## src/rtl/core/hgm_pkg.sv

```systemverilog
`default_nettype none
package hgm_pkg;

  // Histogram geometry
  localparam int PIXEL_BITS = 8;
  localparam int MAX_PIXELS = 16777216;

  // Field widths of the channels
  localparam int ACTION_W = 2;
  localparam int VALUE_W  = PIXEL_BITS;
  localparam int COUNT_W  = $clog2(MAX_PIXELS + 1);
  localparam int UNIQUE_W = PIXEL_BITS + 1;

  // Action codes
  localparam logic [ACTION_W-1:0] ACT_ADD        = 2'd0;
  localparam logic [ACTION_W-1:0] ACT_ADD_REPORT = 2'd1;
  localparam logic [ACTION_W-1:0] ACT_REPORT     = 2'd2;

  // Control from the sequencer to the scan unit
  typedef struct packed {
    logic clr;
    logic en;
  } scan_ctl_t;

endpackage
`default_nettype wire

```

## src/rtl/core/hgm_scan_unit.sv

```systemverilog
`default_nettype none
module hgm_scan_unit
  import hgm_pkg::*;
#(
  parameter int IW = 8,
  parameter int CW = 25
) (
  input  wire logic      clk,
  input  wire scan_ctl_t ctl,
  input  wire logic [IW-1:0] idx,
  input  wire logic [CW-1:0] cnt,
  output logic      [IW-1:0] best_val,
  output logic      [CW-1:0] best_cnt,
  output logic      [IW:0]   distinct
);

  logic [IW-1:0] best_val_r;
  logic [CW-1:0] best_cnt_r;
  logic [IW:0]   distinct_r;

  // While en is high, compare one bin per cycle against the running best and count nonzero
  // bins; strict greater keeps the smallest value on ties since bins arrive in ascending order
  always_ff @(posedge clk) begin
    if (ctl.clr) begin
      best_val_r <= '0;
      best_cnt_r <= '0;
      distinct_r <= '0;
    end else if (ctl.en) begin
      if (cnt != '0) begin
        distinct_r <= distinct_r + 1'b1;
      end
      if (cnt > best_cnt_r) begin
        best_cnt_r <= cnt;
        best_val_r <= idx;
      end
    end
  end

  assign best_val = best_val_r;
  assign best_cnt = best_cnt_r;
  assign distinct = distinct_r;

endmodule
`default_nettype wire

```

## config.mk

```make
export PLATFORM = sky130hd
export DESIGN_NAME = hgm_scan_unit
export DESIGN_NICKNAME = d
export VERILOG_FILES = /design/src/rtl/core/hgm_pkg.sv /design/src/rtl/core/hgm_scan_unit.sv
export SDC_FILE = /design/constraint.sdc
export NUM_CORES = 1
export LEC_CHECK = 0
export BUFFER_PORTS_ARGS = -buffer_cell sky130_fd_sc_hd__buf_2
export CAP_MARGIN = 20
export CORE_MARGIN = 2
export CORE_UTILIZATION = 35
export DETAILED_ROUTE_END_ITERATION = 10
export SLEW_MARGIN = 20
export SYNTH_ARGS = -nofsm -noshare
export SYNTH_HDL_FRONTEND = slang
export SYNTH_SLANG_ARGS = --single-unit
```

## constraint.sdc

```tcl
create_clock -name clk -period 2.8 [get_ports clk]
set_input_delay 0.7 -clock clk [delete_from_list [all_inputs] [get_ports clk]]
set_output_delay 0.7 -clock clk [all_outputs]
set_load 0.02 [all_outputs]
```

==> impl_metrics.toml <==
[synth]
yosysMostFrequentCell = "nand2b_1"
ys_top_cells_by_count = "nand2b_1, dfxtp_1, mux2i_1, ha_1, inv_1"
synth_flop_cell = "dfxtp_1"
yosys_register_bits = 42
mappedNetlistArea_sq_um = 2580
yosysWarningCount = 0
synth_area_leaders = "dfxtp_1, nand2b_1, mux2i_1"
synth_top_area_share = 0.326
synth-edff-count = 0
async_flop_share = 0
synth_nets = 345
synth_seq_area_share = 0.326
synth_top_area_cell = "dfxtp_1"
syn_avg_cell_area_sq_um = 9.10
synth_cell_type_count = 31
syn_inst = 283

[pwr]
p_per_area_nw_per_um2 = 465
p_total_uw = 1440
leakagePower_uw = 0.00139
ir_worst_vdd_mv = 0.182

[place]
gp_congestion = 0.754
dp_hpwl_mm = 4.27
numPortBuffers = 77
dpl.cell_count = 449

[finish]
stdcell_count = 457
final_layout_size_suffix_gt1_frac = 0.257
final_util = 0.433
nNetsFinal = 419
antenna_cells = 0
areaGrowthSynthToFinish_pct = 20.5

[timing]
rsz0062_at_grt = "false"
setup_viol_count_final = 0
slew_violations = 0
timing.final.crit_period_ps = 2390
fin_crit_sh = 0.853
fin_worst_skew_ps = 7.25
slew_headroom = 0.414
setup_tns_ps = 0
fmax_mhz = 419
finalHoldViolations = 0
tightestPinTransition_ps = 879

[clock_network]
post_cts_buffers = 0
clock_latency_ps = 290
hold_buffers = 0
clockBufferDepth = 2
numCtsBuffers = 5
cts_sinks = 42
clkTransAtPathRegs_ps = 80
cts_tree = "built"
htreeDepth = 2
cts_root_buffer = "clkbuf_8"
cts_resized = 0

[worst_setup_path]
crit_chain = "buf_2 -> ha_1 -> nand4_1 -> nor4_1 -> o41a_1 -> o211a_2 -> buf_12 -> mux2i_1"
end_kind = "flip-flop"
worst-endpoint-arrival_ps = 2610
critPathKind = "primary input to flip-flop"
cp_slowest_cell = "nor4_1"
critical_path_required_ps = 3020
worstSetupStartpoint = "cnt[23]"
r2r_slack_ps = 540
r2r_end = "best_cnt[20]"
r2r_start = "best_cnt[16]"
rr_worst_depth = 8
worstPathMaxFanout = 25
start_kind = "primary input"
slowest_delay_ps = 420

[routing]
vias = 2077
drc_errors = 0
viasPerCell = 4.54
drtPass1Iterations = 4
ant_nets = 0
post_drt_wl_per_cell_microns = 12.3
drt-total-wl_mm = 5.63
first_iter_violations = 88

[global_routing]
antenna_found_initial = 0
overflow = 0
grt_pass1_vias = 1914
track_usage = 0.138
grt_pass1_wl_mm = 9.20
grt_start_max_net_pins = 71

[worst_hold_path]
min_path_type = "flip-flop to flip-flop"
min_from = "best_val[6]"
whs_path_depth = 2
whs_endpoint = "best_val[6]"

[floorplan]
io_pins = 78
dieArea_sq_um = 8060
initial_core_util = 0.359
die_width_microns = 89.8
coreArea_sq_um = 7180
chipHeight_microns = 89.8
fp-row-count = 31

[run]
max_cap_violations = 0

[run_status]
status = "complete, no violations"
## final cells by class
class                           instances  area (sq um)
Inverter                               26          97.6
Clock inverter                          3          21.3
Clock buffer                            5          68.8
Tap cell                               99           124
Sequential cell                        42           841
Timing Repair Buffer                   80           420
Fill cell                             737          4070
Multi-Input combinational cell        202          1530
## state kept, by name, indices dropped and copies added, names as in the netlist
name	flops
distinct	9
best_val	8
best_cnt	25
## cells in the final DEF, fill, tap and decap left out, types with 2 or more instances in the layout
| master | instances |
|---|---|
| ha_1 | 26 |
| xor2_1 | 6 |
| nor3_1 | 3 |
| and2_1 | 2 |
| nor2_1 | 11 |
| nand4_1 | 9 |
| clkbuf_8 | 5 |
| o21ai_0 | 3 |
| buf_2 | 77 |
| dfxtp_1 | 42 |
| nand2b_1 | 66 |
| a21oi_1 | 10 |
| inv_1 | 26 |
| buf_4 | 2 |
| nor4_1 | 6 |
| nand3_1 | 8 |
| mux2i_1 | 34 |
| o21ai_1 | 2 |
| nand2_1 | 5 |
## cells by family (layout without fill, tap and decap cells)
kind of cell,after synthesis,in the layout,share of synthesized area
fa+ha+maj,26,26,0.126
compound gates,23,23,0.0612
buf+inv,39,114,0.0792
mux,34,34,0.132
simple gates,112,112,0.251
xor+xnor,7,7,0.0238
flops,42,42,0.326
## layer usage
layer | routed length (microns) | up-vias | GRT usage | part of all wire
met4 | 42 | 0 | 0.0346 | 0.0075
li1 | - | 1096 | - | -
met5 | 0 | - | 0 | 0
met1 | 2750 | 938 | 0.182 | 0.49
met2 | 2590 | 41 | 0.225 | 0.46
met3 | 245 | 2 | 0.0344 | 0.044
## worst max-delay path by stage
| stage | to | slack, ps | cells after the start |
|---|---|---|---|
| final | best_cnt[20] | 410 | 8 |
| after global routing | best_cnt[15] | 240 | 8 |
| after CTS | best_cnt[20] | 400 | 8 |
| after detailed placement | best_val[2] | 90 | 8 |
| after global placement | best_cnt[4] | 210 | 8 |
| after floorplan | best_cnt[0] | 470 | 8 |
## report_power, final
group	internal (uW)	switching [uW]	leakage, uW
logic	162	209	0.00100
clock network	176	230	0.0000441
registers	639	29.0	0.000344
## worst max-delay path: cells and delay by family
family,cells,cell delay [ps]
compound gates,2,440
fa+ha+maj,1,310
buf+inv,2,340
mux,1,210
simple gates,2,590
## through the flow
step	worst slack (ps)	cell area (sq um)	hold slack [ps]
floorplan	474	2580	546
global placement	211	3010	456
detailed placement	86.5	3010	467
CTS	395	3100	482
global route	238	3100	495
finish	413	3100	476
No activity file was read; power rests on OpenSTA's default activity.
